### config.mk
export PLATFORM = sky130hd
export DESIGN_NAME = gcwd_ctrl
export DESIGN_NICKNAME = d
export VERILOG_FILES = /design/src/rtl/greedy_clique_with_dedup_macros.svh /design/src/rtl/gcwd_pkg.sv /design/src/rtl/gcwd_ctrl.sv
export SDC_FILE = /design/constraint.sdc
export NUM_CORES = 1
export LEC_CHECK = 0
export BUFFER_PORTS_ARGS = -buffer_cell sky130_fd_sc_hd__buf_4
export CORE_AREA = 3 3 40 42
export DETAILED_ROUTE_END_ITERATION = 12
export DIE_AREA = 0 0 43 45
export GPL_TIMING_DRIVEN = 0
export PLACE_DENSITY = 0.49
export RECOVER_POWER = 25
export REMOVE_ABC_BUFFERS = 1
export SLEW_MARGIN = 0
export SYNTH_ARGS = -nofsm -noshare
export SYNTH_HDL_FRONTEND = slang
export SYNTH_SLANG_ARGS = --single-unit
### constraint.sdc
create_clock -name clk_i -period 1.4 [get_ports clk_i]
set_input_delay 0.28 -clock clk_i [delete_from_list [all_inputs] [get_ports clk_i]]
set_output_delay 0.28 -clock clk_i [all_outputs]
set_load 0.01 [all_outputs]
### src/rtl/greedy_clique_with_dedup_macros.svh
// Assertion macros for the greedy clique block.
// Used by the top level; expects clk_i and rst_ni in scope.
`ifndef GREEDY_CLIQUE_WITH_DEDUP_MACROS_SVH
`define GREEDY_CLIQUE_WITH_DEDUP_MACROS_SVH

// Condition must hold at every clock edge out of reset.
`define GCWD_ASSERT_ALWAYS(label, cond, msg) \
  label: assert property (@(posedge clk_i) disable iff (!rst_ni) (cond)) \
    else $error(msg);

// Consequent must hold in the cycle after the antecedent.
`define GCWD_ASSERT_NEXT(label, ante, cons, msg) \
  label: assert property (@(posedge clk_i) disable iff (!rst_ni) (ante) |=> (cons)) \
    else $error(msg);

`endif

### src/rtl/gcwd_pkg.sv
// Shared types and constants for the greedy clique block.
// No dependencies.
package gcwd_pkg;

  localparam int Nodes       = 64;
  localparam int MaxCliques  = 64;
  localparam int NodeW       = 6;
  localparam int SlotW       = 6;
  localparam int CountW      = $clog2(MaxCliques + 1);

  typedef logic [Nodes-1:0] mask_t;

  localparam mask_t NodeMask = '1;

  localparam logic ActLoad  = 1'b0;
  localparam logic ActOffer = 1'b1;

  typedef struct packed {
    logic             action;
    logic [NodeW-1:0] node;
    logic [63:0]      row_bits;
    logic             last_in_order;
  } in_item_t;

  typedef struct packed {
    logic [NodeW-1:0] member;
    logic [SlotW-1:0] set_slot;
    logic             newly_stored;
    logic             set_full;
    logic             last_member;
  } out_item_t;

  // Controller to datapath
  typedef struct packed {
    logic capture;
    logic load_row;
    logic offer;
    logic scan_first;
    logic scan_next;
    logic resolve_found;
    logic resolve_insert;
    logic resolve_full;
    logic emit_start;
    logic emit_step;
    logic clear_clique;
  } dp_cmd_t;

  // Datapath to controller
  typedef struct packed {
    logic last;
    logic nonempty;
    logic scan_end;
    logic match;
    logic room;
    logic rem_empty;
    logic out_ready;
  } dp_status_t;

endpackage

### src/rtl/gcwd_ctrl.sv
// Controller state machine for the greedy clique block.
// Drives datapath commands from status; uses gcwd_pkg.
module gcwd_ctrl (
  input  logic                  clk_i,
  input  logic                  rst_ni,
  input  logic                  in_valid_i,
  input  logic                  in_action_i,
  output logic                  in_stall_o,
  input  gcwd_pkg::dp_status_t  status_i,
  output gcwd_pkg::dp_cmd_t     cmd_o
);

  localparam logic [1:0] StIdle   = 2'd0;
  localparam logic [1:0] StOffer  = 2'd1;
  localparam logic [1:0] StSearch = 2'd2;
  localparam logic [1:0] StEmit   = 2'd3;

  logic [1:0] state_q, state_d;

  always_comb begin
    state_d = state_q;
    cmd_o   = '0;
    unique case (state_q)
      StIdle: begin
        if (in_valid_i) begin
          cmd_o.capture  = 1'b1;
          cmd_o.load_row = (in_action_i == gcwd_pkg::ActLoad);
          if (in_action_i == gcwd_pkg::ActOffer) begin
            state_d = StOffer;
          end
        end
      end
      StOffer: begin
        cmd_o.offer = 1'b1;
        state_d     = StIdle;
        if (status_i.last) begin
          if (status_i.nonempty) begin
            cmd_o.scan_first = 1'b1;
            state_d          = StSearch;
          end else begin
            cmd_o.clear_clique = 1'b1;
          end
        end
      end
      StSearch: begin
        priority if (status_i.scan_end) begin
          cmd_o.resolve_insert = status_i.room;
          cmd_o.resolve_full   = !status_i.room;
          cmd_o.emit_start     = 1'b1;
          state_d              = StEmit;
        end else if (status_i.match) begin
          cmd_o.resolve_found = 1'b1;
          cmd_o.emit_start    = 1'b1;
          state_d             = StEmit;
        end else begin
          cmd_o.scan_next = 1'b1;
        end
      end
      StEmit: begin
        if (status_i.rem_empty) begin
          cmd_o.clear_clique = 1'b1;
          state_d            = StIdle;
        end else if (status_i.out_ready) begin
          cmd_o.emit_step = 1'b1;
        end
      end
      default: state_d = StIdle;
    endcase
  end

  always_ff @(posedge clk_i or negedge rst_ni) begin
    if (!rst_ni) begin
      state_q <= StIdle;
    end else begin
      state_q <= state_d;
    end
  end

  assign in_stall_o = (state_q != StIdle);

endmodule

==> results.sh <==
export IMPL_status="finished, violations left"
export IMPL_violations="setup timing"
export IMPL_cts_buffer_depth=2
export IMPL_ys_top_cells_by_area="dfrtp_1 21%, nor3b_2 16%, and4b_2 9.6%, nand2b_4 5.9%, buf_6 4.8%"
export IMPL_synthFlopType="dfrtp_1"
export IMPL_synth_simple_area_share=0.596
export IMPL_finalCritPeriodShare=1.09
export IMPL_routed_via_count=292
export IMPL_syn_to_final_growth_pct=116
export IMPL_grt_max_degree=9
export IMPL_post_route_util=0.395
export IMPL_start_util=0.183
export IMPL_hp_start="in_valid_i"
export IMPL_synth_compound_area_frac=0.122
export IMPL_end_kind="output pin"
export IMPL_wl_per_cell_um=10.2
export IMPL_hold_viol=0
export IMPL_cpMostUsedCell="buf_6"
export IMPL_ys_warn_count=0
export IMPL_setup_viol=7
export IMPL_hold_end="state_q[0]$_DFFE_PN0P_"
export IMPL_swShare=0.363
export IMPL_antennaDiodeCount=0
export IMPL_start_kind="register"
export IMPL_detailed_place_hpwl_um=500
export IMPL_internal_power_w=0.000550
export IMPL_ant_nets=0
export IMPL_place_area_um2=403
export IMPL_drt_wl_total_um=704
export IMPL_dieArea_um2=1940
export IMPL_yosysSeqAreaShare=0.213
export IMPL_dr_pass1_iters=1
export IMPL_drive_gt1_frac=0.778
export IMPL_hold_path_depth=3
export IMPL_peakVddDrop_uv=489
export IMPL_worst_setup_path_type="register to output pin"
export IMPL_gr_total_overflow=0
export IMPL_skew_ns=0.00260
export IMPL_yosysTopAreaCellShare=0.213
export IMPL_cts_max_level=1
export IMPL_p_clk_frac=0.147
export IMPL_rrSetupSlack_ns=0.37
export IMPL_via_per_inst=4.23
export IMPL_clk_latency_ns=0.22
export IMPL_pwr_share_comb=0.690
export IMPL_cts_root_buf="clkbuf_4"
export IMPL_nNetsFinal=67
export IMPL_slew_violations=0
export IMPL_nFillCells=148
export IMPL_tritoncts="done"
export IMPL_synth_top_family_by_area="simple AND/OR/NAND/NOR gates"
export IMPL_powerDensity_nw_per_um2=1700
export IMPL_avgSynthCellArea_um2=9.05
export IMPL_relSlewSlack=0.894
export IMPL_place_gp_congestion=0.616
export IMPL_die_width_um=43
export IMPL_maxCapViolCount=0
export IMPL_numCtsBuffers=3
export IMPL_cp_slowest_cell="dfrtp_2"
export IMPL_drc=0
export IMPL_synth_distinct_cells=18
export IMPL_synth_xor_xnor_area_share=0
export IMPL_netlist_area_um2=235
export IMPL_die_y_um=45
export IMPL_core_area_um2=1280
export IMPL_p_leak_nw=0.243
export IMPL_reg2reg_depth=3
export IMPL_arrival_ns=1.24
export IMPL_synth_largest_area_cell="dfrtp_1"
export IMPL_required_ns=1.12
export IMPL_ys_ff_latch=2
export IMPL_clk_transition_reported_paths_ns=0.03
export IMPL_antenna_found_initial=0
export IMPL_hold_path_class="input port to register"
export IMPL_clock_sinks=2
export IMPL_fin_ws_ns=-0.124
export IMPL_finalCriticalPeriod_ns=1.52
export IMPL_synthCells=26
export IMPL_p_seq_frac=0.162
export IMPL_placementRows=13
export IMPL_synthMuxAreaShare=0
export IMPL_synthAdderAreaFrac=0
export IMPL_synth_edf_count=0
export IMPL_grt_usage=0.0833
export IMPL_path_cells="buf_6 > buf_4 > and4b_2 > buf_6"
export IMPL_rsz0062_at_grt="true"
export IMPL_synthArstFlopShare=1.00
export IMPL_critPathMaxStageDelay_ns=0.41
export IMPL_portBuffers=22
export IMPL_power_w=0.000864
export IMPL_clock_fmax_mhz=656
export IMPL_worst_slew_pin_slew_ns=0.157
export IMPL_drtIter0Drc=0
export IMPL_p_switching_w=0.000314
export IMPL_fin_area_um2=508
export IMPL_crit_path_max_fanout=7
export IMPL_r2r_end="state_q[0]$_DFFE_PN0P_"
export IMPL_grt_pass1_wl_um=1190
export IMPL_pin_count=23
export IMPL_grt_pass1_vias=292
[per-stage QoR]
stage	TNS, ns	instances	setup WS, ns	hold WS (ns)
after floorplan	0	24	0.0340	-0.0156
after global placement	-0.0905	61	-0.0905	0.0630
after detailed placement	-0.0675	61	-0.0675	0.0639
after CTS	-0.312	68	-0.131	0.331
after global routing	-1.12	69	-0.181	0.339
final	-0.529	69	-0.124	0.334
[synth_stat cells, types with 2 or more instances]
master	count
nor2_1	3
nor3b_2	3
and4b_2	2
dfrtp_1	2
nand2_1	2
nor3_1	2
[power groups by stage]
| stage | clock network (W) | logic [W] | registers (W) |
|---|---|---|---|
| 3_5_place_dp | 0 | 0.000402 | 0.000171 |
| 4_1_cts | 0.000132 | 0.000544 | 0.000135 |
| 2_1_floorplan | 0 | 0.000229 | 0.000146 |
| 5_1_grt | 0.000146 | 0.000644 | 0.000147 |
| 3_3_place_gp | 0 | 0.000402 | 0.000172 |
| 6_report | 0.000127 | 0.000596 | 0.000140 |
[logic make-up (layout without fill, tap and decap cells)]
kind of cell	after synthesis	after routing
flops	2	2
simple gates	18	18
compound gates	4	4
buf+inv	2	30
[worst max-delay path by stage]
stage | from | endpoint | slack (ns) | cells after the start
final | register | cmd_o[4] | -0.12 | 4
after global routing | register | cmd_o[9] | -0.18 | 4
after CTS | register | cmd_o[0] | -0.13 | 3
after detailed placement | register | cmd_o[0] | -0.07 | 3
after global placement | register | cmd_o[0] | -0.09 | 3
after floorplan | register | cmd_o[0] | 0.03 | 2
[routing by layer]
metal / GRT usage / up-vias / part of all wire
met4: 0.0723 / 0 / 0
met2: 0.126 / 13 / 0.50
li1: - / 152 / -
met1: 0.101 / 127 / 0.40
met5: 0 / - / 0
met3: 0.0159 / 0 / 0.098
[timing repair]
action / in CTS / in global routing
endpoints found under the hold margin: 2 / 0
gates cloned: 0 / 0
setup endpoints to repair: 12 / 12
buffers inserted: 3 / 1
hold buffers: 1 / 0
resized for setup: 7 / 6
pin swaps: 7 / 1
[cells in the final DEF (no fill, tap or decap)]
cell,n
buf_4,19
buf_6,6
clkbuf_4,3
nand2_1,2
nor3b_2,2
and4b_2,2
nor2_1,2
dfrtp_2,2
and2b_2,1
or3b_1,1
a21boi_1,1
nand2b_4,1
nor2_2,1
or2_4,1
nor3b_4,1
nor2b_4,1
nand3_1,1
nor3_2,1
nor3_1,1
a21bo_2,1
o22ai_1,1
o21ai_1,1
dlygate4sd3_1,1
clkbuf_1,1
[critical path: cells and delay by family (launching register included)]
family | cells | cell delay [ns]
buffers and inverters | 3 | 0.39
flip-flops | 1 | 0.41
AND/OR/NAND/NOR | 1 | 0.22
[final cells by class]
type	count	area (um^2)	area share
clock buffer	3	22.5	0.0443
sequential	2	52.6	0.103
tap	15	18.8	0.0369
timing repair buffer	27	224	0.441
multi-input combinational	22	190	0.374
Note: power is estimated with default switching activity, not from simulation.
